`src/hdl/hdec_pkg.sv`:
```
// package for the half-duplex echo check node with receive ring
// types, codes and defaults shared by all modules; no dependencies
package hdec_pkg;

  localparam int RING_DEPTH_DEF = 64;
  localparam int CFG_W = 16;
  localparam int CFG_IDX_W = 2;

  // item kinds
  localparam logic [1:0] KIND_TICK  = 2'd0;
  localparam logic [1:0] KIND_RX    = 2'd1;
  localparam logic [1:0] KIND_WRITE = 2'd2;
  localparam logic [1:0] KIND_READ  = 2'd3;

  // status codes
  localparam logic [2:0] ST_OK       = 3'd0;
  localparam logic [2:0] ST_FULL     = 3'd1;
  localparam logic [2:0] ST_NEW      = 3'd2;
  localparam logic [2:0] ST_NO_ECHO  = 3'd3;
  localparam logic [2:0] ST_BAD_ECHO = 3'd4;
  localparam logic [2:0] ST_FULL_ECH = 3'd5;
  localparam logic [2:0] ST_EXTRA    = 3'd6;
  localparam logic [2:0] ST_BUSY     = 3'd7;

  // register indexes
  localparam logic [CFG_IDX_W-1:0] REG_ECHO_TICKS   = 2'd0;
  localparam logic [CFG_IDX_W-1:0] REG_ECHO_RETRIES = 2'd1;
  localparam logic [CFG_IDX_W-1:0] REG_QUIET_TICKS  = 2'd2;
  localparam logic [CFG_IDX_W-1:0] REG_QUIET_RETRY  = 2'd3;

  typedef struct packed {
    logic [1:0] kind;
    logic [7:0] data;
  } in_word_t;

  typedef struct packed {
    logic       status_valid;
    logic [2:0] status;
    logic       tx_valid;
    logic [7:0] tx_byte;
    logic       read_valid;
    logic [7:0] read_data;
    logic [6:0] fill_count;
    logic       ring_full;
    logic       rx_refused;
  } out_word_t;

  typedef enum logic [2:0] {
    PH_IDLE  = 3'b001,
    PH_QUIET = 3'b010,
    PH_ECHO  = 3'b100
  } phase_t;

endpackage

```
`src/hdl/halfduplex_echo_check_rx_fifo.sv`:
```
// top level of the half-duplex echo check node with receive ring
// depends on hdec_pkg, hdec_front, hdec_back
//
// Input words carry a kind (tick, received line byte, host write, host read)
// and a data byte; every accepted input word yields exactly one result word
// with status, transmit drive, popped byte and ring fill state.
// Configuration is written through cfg_we/cfg_index/cfg_data; the user is to
// write it only while idle, as the block does not enforce this. A two-word
// skid queue takes input words; the back end handles one word a cycle
// unless the result stalls or a ring read is pending. Words pass a queue
// slot and the registered output word; a host read that pops a byte also
// waits on the registered ring memory read, which holds the back end.
// Reset (rst_n low, synchronous) empties the ring, returns to idle and loads
// the register defaults. A stalled result holds its word; the queue then
// fills and in_stall rises after two further words.
module halfduplex_echo_check_rx_fifo #(
  parameter int RING_DEPTH = hdec_pkg::RING_DEPTH_DEF
) (
  input  logic                           clk,
  input  logic                           rst_n,
  input  logic                           in_valid,
  output logic                           in_stall,
  input  hdec_pkg::in_word_t             in_word,
  output logic                           out_valid,
  input  logic                           out_stall,
  output hdec_pkg::out_word_t            out_word,
  input  logic                           cfg_we,
  input  logic [hdec_pkg::CFG_IDX_W-1:0] cfg_index,
  input  logic [hdec_pkg::CFG_W-1:0]     cfg_data
);
  import hdec_pkg::*;

  in_word_t q_word;
  logic     q_valid, q_take;

  // front queue
  hdec_front u_front (
    .clk, .rst_n, .in_valid, .in_stall, .in_word,
    .q_valid, .q_take, .q_word
  );

  // back end
  hdec_back #(.RING_DEPTH(RING_DEPTH)) u_back (
    .clk, .rst_n, .q_valid, .q_take, .q_word,
    .cfg_we, .cfg_index, .cfg_data,
    .out_valid, .out_stall, .out_word
  );
endmodule

```
`src/hdl/hdec_front.sv`:
```
// front end: input skid queue of two words between input channel and back end
// depends on hdec_pkg
module hdec_front (
  input  logic              clk,
  input  logic              rst_n,
  input  logic              in_valid,
  output logic              in_stall,
  input  hdec_pkg::in_word_t in_word,
  output logic              q_valid,
  input  logic              q_take,
  output hdec_pkg::in_word_t q_word
);
  import hdec_pkg::*;

  in_word_t   slot_r [2];
  logic [1:0] cnt_r, cnt_nxt;
  logic       rd_r, wr_r;
  logic       push, pop;

  assign in_stall = (cnt_r == 2'd2);
  assign push     = in_valid && !in_stall;
  assign q_valid  = (cnt_r != 2'd0);
  assign pop      = q_valid && q_take;
  assign q_word   = slot_r[rd_r];

  // occupancy count
  always_comb begin
    cnt_nxt = cnt_r;
    if (push && !pop) cnt_nxt = cnt_r + 2'd1;
    else if (!push && pop) cnt_nxt = cnt_r - 2'd1;
  end

  always_ff @(posedge clk) begin
    if (!rst_n) begin
      cnt_r <= 2'd0;
      rd_r  <= 1'b0;
      wr_r  <= 1'b0;
    end else begin
      cnt_r <= cnt_nxt;
      if (push) wr_r <= ~wr_r;
      if (pop) rd_r <= ~rd_r;
    end
  end

  // payload slots
  always_ff @(posedge clk) begin
    if (push) slot_r[wr_r] <= in_word;
  end
endmodule

```
`src/hdl/hdec_back.sv`:
```
// back end: ring, phase sequencer, timers and registered output word
// depends on hdec_pkg
module hdec_back #(
  parameter int RING_DEPTH = hdec_pkg::RING_DEPTH_DEF
) (
  input  logic                       clk,
  input  logic                       rst_n,
  input  logic                       q_valid,
  output logic                       q_take,
  input  hdec_pkg::in_word_t         q_word,
  input  logic                       cfg_we,
  input  logic [hdec_pkg::CFG_IDX_W-1:0] cfg_index,
  input  logic [hdec_pkg::CFG_W-1:0] cfg_data,
  output logic                       out_valid,
  input  logic                       out_stall,
  output hdec_pkg::out_word_t        out_word
);
  import hdec_pkg::*;

  localparam int AW = (RING_DEPTH > 1) ? $clog2(RING_DEPTH) : 1;
  localparam int FW = $clog2(RING_DEPTH + 1);
  localparam logic [AW-1:0] LAST = AW'(RING_DEPTH - 1);

  logic [7:0]    mem [RING_DEPTH];
  logic [7:0]    rd_data_r;
  logic          rd_pend_r;

  logic [CFG_W-1:0] echo_ticks_r, echo_retries_r, quiet_ticks_r, quiet_retries_r;
  logic [AW-1:0] head_r, head_nxt, tail_r, tail_nxt;
  logic          full_r, full_nxt;
  logic [FW-1:0] fill_r, fill_nxt;
  phase_t        phase_r, phase_nxt;
  logic [15:0]   tick_r, tick_nxt;
  logic [16:0]   retry_r, retry_nxt;
  logic [7:0]    pend_r, pend_nxt;
  logic          mism_r, mism_nxt, unseen_r, unseen_nxt;
  logic          ovalid_r;
  out_word_t     ow_r, ow_nxt;
  logic          push, pop;
  logic [15:0]   tick_inc;
  logic [16:0]   retry_inc;
  logic [15:0]   per;
  logic          echo_zero;

  // one item per cycle unless the output stalls or a read is pending
  assign q_take    = q_valid && !(ovalid_r && out_stall) && !rd_pend_r;
  assign out_valid = ovalid_r && !rd_pend_r;

  // read data from the memory lands in the cycle after the pop
  always_comb begin
    out_word = ow_r;
    if (ow_r.read_valid) out_word.read_data = rd_data_r;
  end

  assign tick_inc  = tick_r + 16'd1;
  assign retry_inc = retry_r + 17'd1;
  assign per       = (phase_r == PH_QUIET) ? quiet_ticks_r : echo_ticks_r;
  assign echo_zero = (echo_ticks_r == '0) || (echo_retries_r == '0);

  // item sequencer
  always_comb begin
    head_nxt = head_r; tail_nxt = tail_r; full_nxt = full_r; fill_nxt = fill_r;
    phase_nxt = phase_r; tick_nxt = tick_r; retry_nxt = retry_r;
    pend_nxt = pend_r; mism_nxt = mism_r; unseen_nxt = unseen_r;
    push = 1'b0; pop = 1'b0;
    ow_nxt = '0;
    case (q_word.kind)
      KIND_TICK: begin
        if (phase_r != PH_IDLE) begin
          tick_nxt = tick_inc;
          if (tick_inc >= per) begin
            tick_nxt  = '0;
            retry_nxt = retry_inc;
            if (phase_r == PH_QUIET) begin
              if (retry_inc > {1'b0, quiet_retries_r}) begin
                ow_nxt.status_valid = 1'b1;
                ow_nxt.status = full_r ? ST_FULL : ST_NEW;
                phase_nxt = PH_IDLE;
                unseen_nxt = 1'b0;
              end
            end else if (retry_inc >= {1'b0, echo_retries_r}) begin
              ow_nxt.status_valid = 1'b1;
              ow_nxt.status = mism_r ? ST_BAD_ECHO : ST_NO_ECHO;
              phase_nxt = PH_IDLE;
            end
          end
        end
      end
      KIND_RX: begin
        if (phase_r == PH_ECHO) begin
          if (full_r) begin
            ow_nxt.rx_refused = 1'b1;
            ow_nxt.status_valid = 1'b1;
            ow_nxt.status = ST_FULL_ECH;
            phase_nxt = PH_IDLE;
          end else if (q_word.data == pend_r) begin
            ow_nxt.status_valid = 1'b1;
            ow_nxt.status = mism_r ? ST_EXTRA : ST_OK;
            phase_nxt = PH_IDLE;
          end else begin
            push = 1'b1;
            mism_nxt = 1'b1;
            tick_nxt = '0; retry_nxt = '0;
            if (echo_zero) begin
              ow_nxt.status_valid = 1'b1;
              ow_nxt.status = ST_BAD_ECHO;
              phase_nxt = PH_IDLE;
            end
          end
        end else if (full_r) begin
          ow_nxt.rx_refused = 1'b1;
        end else begin
          push = 1'b1;
          if (phase_r == PH_QUIET) begin
            tick_nxt = '0; retry_nxt = '0;
          end else begin
            unseen_nxt = 1'b1;
          end
        end
      end
      default: begin
        if (phase_r != PH_IDLE) begin
          ow_nxt.status_valid = 1'b1;
          ow_nxt.status = ST_BUSY;
        end else if (q_word.kind == KIND_WRITE) begin
          if (unseen_r) begin
            unseen_nxt = 1'b0;
            phase_nxt = PH_QUIET;
            tick_nxt = '0; retry_nxt = '0;
            if (quiet_ticks_r == '0) begin
              ow_nxt.status_valid = 1'b1;
              ow_nxt.status = full_r ? ST_FULL : ST_NEW;
              phase_nxt = PH_IDLE;
            end
          end else if (full_r) begin
            ow_nxt.status_valid = 1'b1;
            ow_nxt.status = ST_FULL;
          end else begin
            ow_nxt.tx_valid = 1'b1;
            ow_nxt.tx_byte = q_word.data;
            pend_nxt = q_word.data;
            mism_nxt = 1'b0;
            phase_nxt = PH_ECHO;
            tick_nxt = '0; retry_nxt = '0;
            if (echo_zero) begin
              ow_nxt.status_valid = 1'b1;
              ow_nxt.status = ST_NO_ECHO;
              phase_nxt = PH_IDLE;
            end
          end
        end else begin
          unseen_nxt = 1'b0;
          if (fill_r != '0) begin
            pop = 1'b1;
            ow_nxt.read_valid = 1'b1;
          end
        end
      end
    endcase
    // pointer update
    if (push) begin
      tail_nxt = (tail_r == LAST) ? '0 : tail_r + AW'(1);
      fill_nxt = fill_r + FW'(1);
      full_nxt = (fill_r == FW'(RING_DEPTH - 1));
    end
    if (pop) begin
      head_nxt = (head_r == LAST) ? '0 : head_r + AW'(1);
      fill_nxt = fill_r - FW'(1);
      full_nxt = 1'b0;
    end
    ow_nxt.fill_count = 7'(fill_nxt);
    ow_nxt.ring_full  = full_nxt;
  end

  // configuration registers
  always_ff @(posedge clk) begin
    if (!rst_n) begin
      echo_ticks_r    <= CFG_W'(1);
      echo_retries_r  <= CFG_W'(3);
      quiet_ticks_r   <= CFG_W'(1);
      quiet_retries_r <= CFG_W'(3);
    end else if (cfg_we) begin
      case (cfg_index)
        REG_ECHO_TICKS:   echo_ticks_r    <= cfg_data;
        REG_ECHO_RETRIES: echo_retries_r  <= cfg_data;
        REG_QUIET_TICKS:  quiet_ticks_r   <= cfg_data;
        REG_QUIET_RETRY:  quiet_retries_r <= cfg_data;
        default: ;
      endcase
    end
  end

  // state registers
  always_ff @(posedge clk) begin
    if (!rst_n) begin
      head_r <= '0; tail_r <= '0; full_r <= 1'b0; fill_r <= '0;
      phase_r <= PH_IDLE; tick_r <= '0; retry_r <= '0;
      pend_r <= '0; mism_r <= 1'b0; unseen_r <= 1'b0;
      ovalid_r <= 1'b0; rd_pend_r <= 1'b0;
    end else begin
      rd_pend_r <= q_take && pop;
      if (q_take) begin
        head_r <= head_nxt; tail_r <= tail_nxt; full_r <= full_nxt;
        fill_r <= fill_nxt; phase_r <= phase_nxt; tick_r <= tick_nxt;
        retry_r <= retry_nxt; pend_r <= pend_nxt; mism_r <= mism_nxt;
        unseen_r <= unseen_nxt;
        ovalid_r <= 1'b1;
      end else if (out_valid && !out_stall) begin
        ovalid_r <= 1'b0;
      end
    end
  end

  // output word and ring memory
  always_ff @(posedge clk) begin
    if (q_take) ow_r <= ow_nxt;
    if (q_take && push) mem[tail_r] <= q_word.data;
    if (q_take && pop) rd_data_r <= mem[head_r];
  end
endmodule
```
`config.mk`:
```
export PLATFORM = sky130hd
export DESIGN_NAME = halfduplex_echo_check_rx_fifo
export DESIGN_NICKNAME = d
export VERILOG_FILES = /design/src/hdl/hdec_pkg.sv /design/src/hdl/halfduplex_echo_check_rx_fifo.sv /design/src/hdl/hdec_front.sv /design/src/hdl/hdec_back.sv
export SDC_FILE = /design/constraint.sdc
export NUM_CORES = 1
export LEC_CHECK = 0
export BUFFER_PORTS_ARGS = -buffer_cell sky130_fd_sc_hd__buf_2
export CAP_MARGIN = 20
export CORE_MARGIN = 5
export CORE_UTILIZATION = 40
export CTS_BUF_LIST = sky130_fd_sc_hd__clkbuf_16
export CTS_CLUSTER_SIZE = 20
export DETAILED_ROUTE_END_ITERATION = 10
export GPL_TIMING_DRIVEN = 0
export MAX_ROUTING_LAYER = met4
export SETUP_SLACK_MARGIN = 0.3
export SYNTH_ARGS = -nofsm -noshare
export SYNTH_HDL_FRONTEND = slang
export SYNTH_HIERARCHICAL = 1
export SYNTH_SLANG_ARGS = --single-unit
```
`constraint.sdc`:
```
create_clock -name clk -period 8.1 [get_ports clk]
set_input_delay 0 -clock clk [delete_from_list [all_inputs] [get_ports clk]]
set_output_delay 0 -clock clk [all_outputs]
set_load 0.03 [all_outputs]
```
==> key figures <==
Layout
  – Final net count: 2166
  – Design Area, Final: 34100 um^2
  – Multi-input gate area: 9260 um^2
  – Filler cells: 6297
  – Layout cells sized above 1: 19.0%
  – Layout Cells excl Fill: 3099
  – Area delta synth->final: 15.7%
  – Storage element area: 19600 um^2

Synthesis
  – Largest cells by area after synthesis: edfxtp_1, mux4_2, dfxtp_1
  – Sequential area share after synthesis: 66.6%
  – Count of flip-flops with a built-in enable after synthesis: 563
  – Distinct cell type count after synthesis: 71
  – Number of synthesized register bits: 700
  – Synthesis Warnings: 6
  – Largest family of logic cells by synthesized area: multiplexers
  – Ys flop type: edfxtp_1
  – Top cell type's share of synthesized area: 57.3%
  – Asr flop ratio synth: 0%
  – Simple-Gate Fraction of Synth Area: 8.01%
  – Syn nets: 1979
  – Yosys top cell by area: edfxtp_1
  – Synth Area in Compound Gates: 4.76%
  – XOR/XNOR Fraction of Synth Area: 2.16%
  – Multiplexer share of the synthesized area: 14.0%
  – Synth Area in Adders: 2.50%
  – Mapped cell area: 29500 um^2
  – Syn avg cell area: 15.6 um^2
  – Mapped Cells: 1887

Floorplanning
  – Number of core rows: 99
  – Die ar.: 79300 um^2
  – Die height: 282 um
  – Die Width: 282 um
  – # IOs: 66
  – Core footprint: 73100 um^2
  – Initial Util: 40.4%

Power
  – P per Cell Area: 291 nW/um^2
  – Leakage: 0.0113 uW
  – Maximum VDD drop: 166 uV

Global routing
  – Vias in the first global route: 17300
  – Largest net degree at the start of global routing: 48
  – GRT Overall Usage: 18.3%
  – Antenna violations before repair: 5
  – Total gr overflow: 0
  – First-pass GRT wire length: 106000 um

CTS
  – Clock tree from TritonCTS: done
  – Total number of H-tree levels: 3
  – CTS Root Buffer Type: clkbuf_16
  – Clk buf depth: 3
  – Setup bufs post-CTS: 0
  – TritonCTS Buffers: 76
  – CTS sink cnt: 700
  – Post-cts sizing count: 0
  – Post-CTS Hold Buffers: 36
  – Skew-Pair Late Insertion Delay: 0.62 ns
  – Reg clk slew, reported paths: 0.06 ns

Critical path
  – Worst R2R Path Depth: 16
  – Cell Chain, Critical Path: ha_1 > nand3_2 > nor2_2 > nand3_1 > nor2_1 > and3_1 > xor2_1 > ha_1 > nand2_1 > nor3_1 > o31ai_1 > a31oi_1 > nor4_1 > a211o_1 > a221oi_4 > mux2_1
  – Worst setup startpoint: u_back/retry_r[0]$_SDFFE_PN0P_
  – Worst r2r dst: u_back/phase_r[0]$_SDFFE_PN1P_
  – Critical Path RT: 8.60 ns
  – Reg-to-reg startpoint: u_back/retry_r[0]$_SDFFE_PN0P_
  – Worst path arrival time: 5.06 ns
  – Worst path most repeated cell: ha_1
  – CP peak stage delay: 0.48 ns
  – Critical-path top delay cell: dfxtp_1
  – Critical Path Start Type: flop
  – R2r setup slk: 3.54 ns
  – Crit end category: flop
  – Worst path bufs/invs: 0
  – Total stage count of the critical path: 16
  – Delay-heaviest family, CP: simple AND/OR/NAND/NOR gates
  – Max FO, Critical Path: 7
  – Critical path class: flop to flop
  – CP endpoint: u_back/phase_r[0]$_SDFFE_PN1P_

Flow run
  – MaxCap Viol Count: 0

Placement
  – Placement Cell Area: 31200 um^2
  – GPL Wtd Cong: 0.875
  – IO Port Bufs: 64
  – Placed Cells: 2918
  – Final HPWL DP: 47600 um

STA
  – Sum Neg Setup Slack: 0 ns
  – RSZ-0062 raised after global routing: no
  – Final min period: 4.56 ns
  – Worst Tran Pin Value: 0.967 ns
  – Final setup viols: 0
  – Worst Skew: 0.0283 ns
  – Achievable clock frequency: 219 MHz
  – Hold Fails Final Rpt: 0
  – Slew HR: 35.5%
  – Slew Limit Fails: 0
  – Crit share post-route: 56.3%

Detailed routing
  – Vias: 16700
  – Post-route DRC: 0
  – Initial drt markers: 1518
  – Final WL: 70000 um
  – Wire per inst: 22.6 um
  – Avg Vias per Cell: 5.40
  – Detail Route Antenna Nets: 0
  – Drt pass-1 iters: 5

Outcome
  – Status: completed

Worst hold path
  – Hold Path Class: primary input to flop
  – Worst hold path depth: 2
==> cell type report <==
cell class / count / area share [%]
antenna: 3 / 0.0220
buffer: 96 / 1.19
clock buffer: 80 / 5.87
clock inverter: 61 / 1.64
inverter: 47 / 0.521
multi-input combinational: 1044 / 27.1
sequential: 700 / 57.6
tap: 959 / 3.52
timing repair buffer: 109 / 2.51
==> worst min path at each step <==
stage | startpoint | end | slack [ns]
after global routing | in_word[0] | u_front/slot_r[1][0]$_DFFE_PP_ | 0.14
final | in_word[0] | u_front/slot_r[1][0]$_DFFE_PP_ | 0.15
after floorplan | in_word[0] | u_front/slot_r[0][0]$_DFFE_PP_ | 0.1
after global placement | in_word[9] | u_front/slot_r[0][9]$_DFFE_PP_ | 0.19
after CTS | in_word[0] | u_front/slot_r[1][0]$_DFFE_PP_ | 0.10
after detailed placement | in_word[9] | u_front/slot_r[0][9]$_DFFE_PP_ | 0.20
==> per-stage QoR <==
stage / hold WS, ns / power [uW] / setup WS, ns / utilization, %
final: 0.146 / 9910 / 3.54 / 46.7
after global routing: 0.139 / 10300 / 3.24 / 46.7
after CTS: 0.104 / 10000 / 3.59 / 46.7
after detailed placement: 0.195 / 6500 / 3.64 / 42.7
after global placement: 0.192 / 6400 / 3.53 / 42.4
after floorplan: 0.0989 / 5770 / 4.46 / -
==> cells by family (layout without fill, tap and decap cells) <==
| kind of cell | after synthesis | in the layout |
|---|---|---|
| xor+xnor | 72 | 72 |
| buf+inv | 143 | 393 |
| flops | 700 | 700 |
| fa+ha+maj | 59 | 59 |
| mux | 200 | 200 |
| other cells | 0 | 3 |
| compound gates | 199 | 199 |
| simple gates | 514 | 514 |
==> cell usage in the layout (no fill, tap or decap), types with 11 or more instances in the layout <==
| master | netlist | final |
|---|---|---|
| o21ai_1 | 11 | 11 |
| a21boi_1 | 31 | 31 |
| edfxtp_1 | 563 | 563 |
| inv_1 | 42 | 65 |
| nor2b_1 | 11 | 11 |
| xor2_1 | 34 | 34 |
| nand2_1 | 204 | 204 |
| mux2i_1 | 20 | 20 |
| mux2_2 | 11 | 11 |
| nor4_1 | 17 | 17 |
| nand3_1 | 39 | 39 |
| dfxtp_1 | 137 | 137 |
| ha_1 | 59 | 59 |
| a21boi_0 | 43 | 43 |
| xnor2_1 | 37 | 37 |
| nor2_1 | 132 | 132 |
| a21oi_1 | 22 | 22 |
| o21ai_0 | 30 | 30 |
| mux4_2 | 168 | 168 |
| buf_2 | 14 | 79 |
| and2_1 | 23 | 23 |
| dlygate4sd3_1 | 0 | 36 |
| and3_1 | 21 | 21 |
| clkbuf_1 | 65 | 65 |
| nand4_1 | 18 | 18 |
| clkbuf_16 | 0 | 80 |
==> cell usage after synthesis (2+ instances only) <==
| library cell | count |
|---|---|
| and2_1 | 23 |
| a21boi_0 | 43 |
| nor2_1 | 132 |
| ha_1 | 59 |
| o21a_1 | 4 |
| edfxtp_1 | 563 |
| inv_2 | 4 |
| nand3b_1 | 3 |
| clkbuf_1 | 65 |
| a21oi_1 | 22 |
| nor2b_1 | 11 |
| o211ai_1 | 6 |
| or2_2 | 6 |
| nand4_1 | 18 |
| mux2i_1 | 20 |
| a41oi_1 | 3 |
| xor2_1 | 34 |
| o21ai_1 | 11 |
| buf_4 | 5 |
| inv_1 | 42 |
| dfxtp_1 | 137 |
| a21boi_1 | 31 |
| nand2b_1 | 5 |
| and3_1 | 21 |
| buf_2 | 14 |
| a22o_1 | 8 |
| xnor2_1 | 37 |
| mux2_2 | 11 |
| nor3_1 | 10 |
| and3b_1 | 2 |
| o2111ai_1 | 4 |
| nand3_1 | 39 |
| nor3b_1 | 4 |
| o21ai_0 | 30 |
| nor4_1 | 17 |
| or3_1 | 7 |
| o31ai_1 | 5 |
| a21o_1 | 8 |
| nand2_1 | 204 |
| or3b_2 | 3 |
| buf_1 | 11 |
| a211oi_1 | 8 |
| mux4_2 | 168 |
| a211o_1 | 2 |
==> report_power, final <==
| part | internal, uW | switching, uW | total, uW | leakage [uW] |
|---|---|---|---|---|
| clock network | 2110 | 1390 | 3500 | 0.00133 |
| logic | 702 | 1280 | 1980 | 0.00379 |
| registers | 4350 | 83.2 | 4430 | 0.00620 |
| total | 7160 | 2760 | 9910 | 0.0113 |
==> flip-flops by register name, summed over array words and instances (netlist names), 8 cells and up, named ones only <==
signal	count
u_back/echo_ticks_r	16
u_back/rd_data_r	8
u_back/pend_r	8
u_back/quiet_ticks_r	16
u_back/quiet_retries_r	16
u_back/mem	512
u_back/tick_r	16
u_back/retry_r	17
u_front/slot_r	20
u_back/echo_retries_r	16
u_back/out_word	23
==> per-layer routing <==
| metal | vias to the layer above | track usage (%) | routed length (um) |
|---|---|---|---|
| met5 | - | - | 0 |
| met4 | 0 | 6.50 | 2430 |
| met3 | 132 | 2.94 | 3570 |
| met2 | 446 | 30.6 | 35000 |
| met1 | 8536 | 22.9 | 29000 |
| li1 | 7635 | - | - |
(Power assumes the default switching activity.)
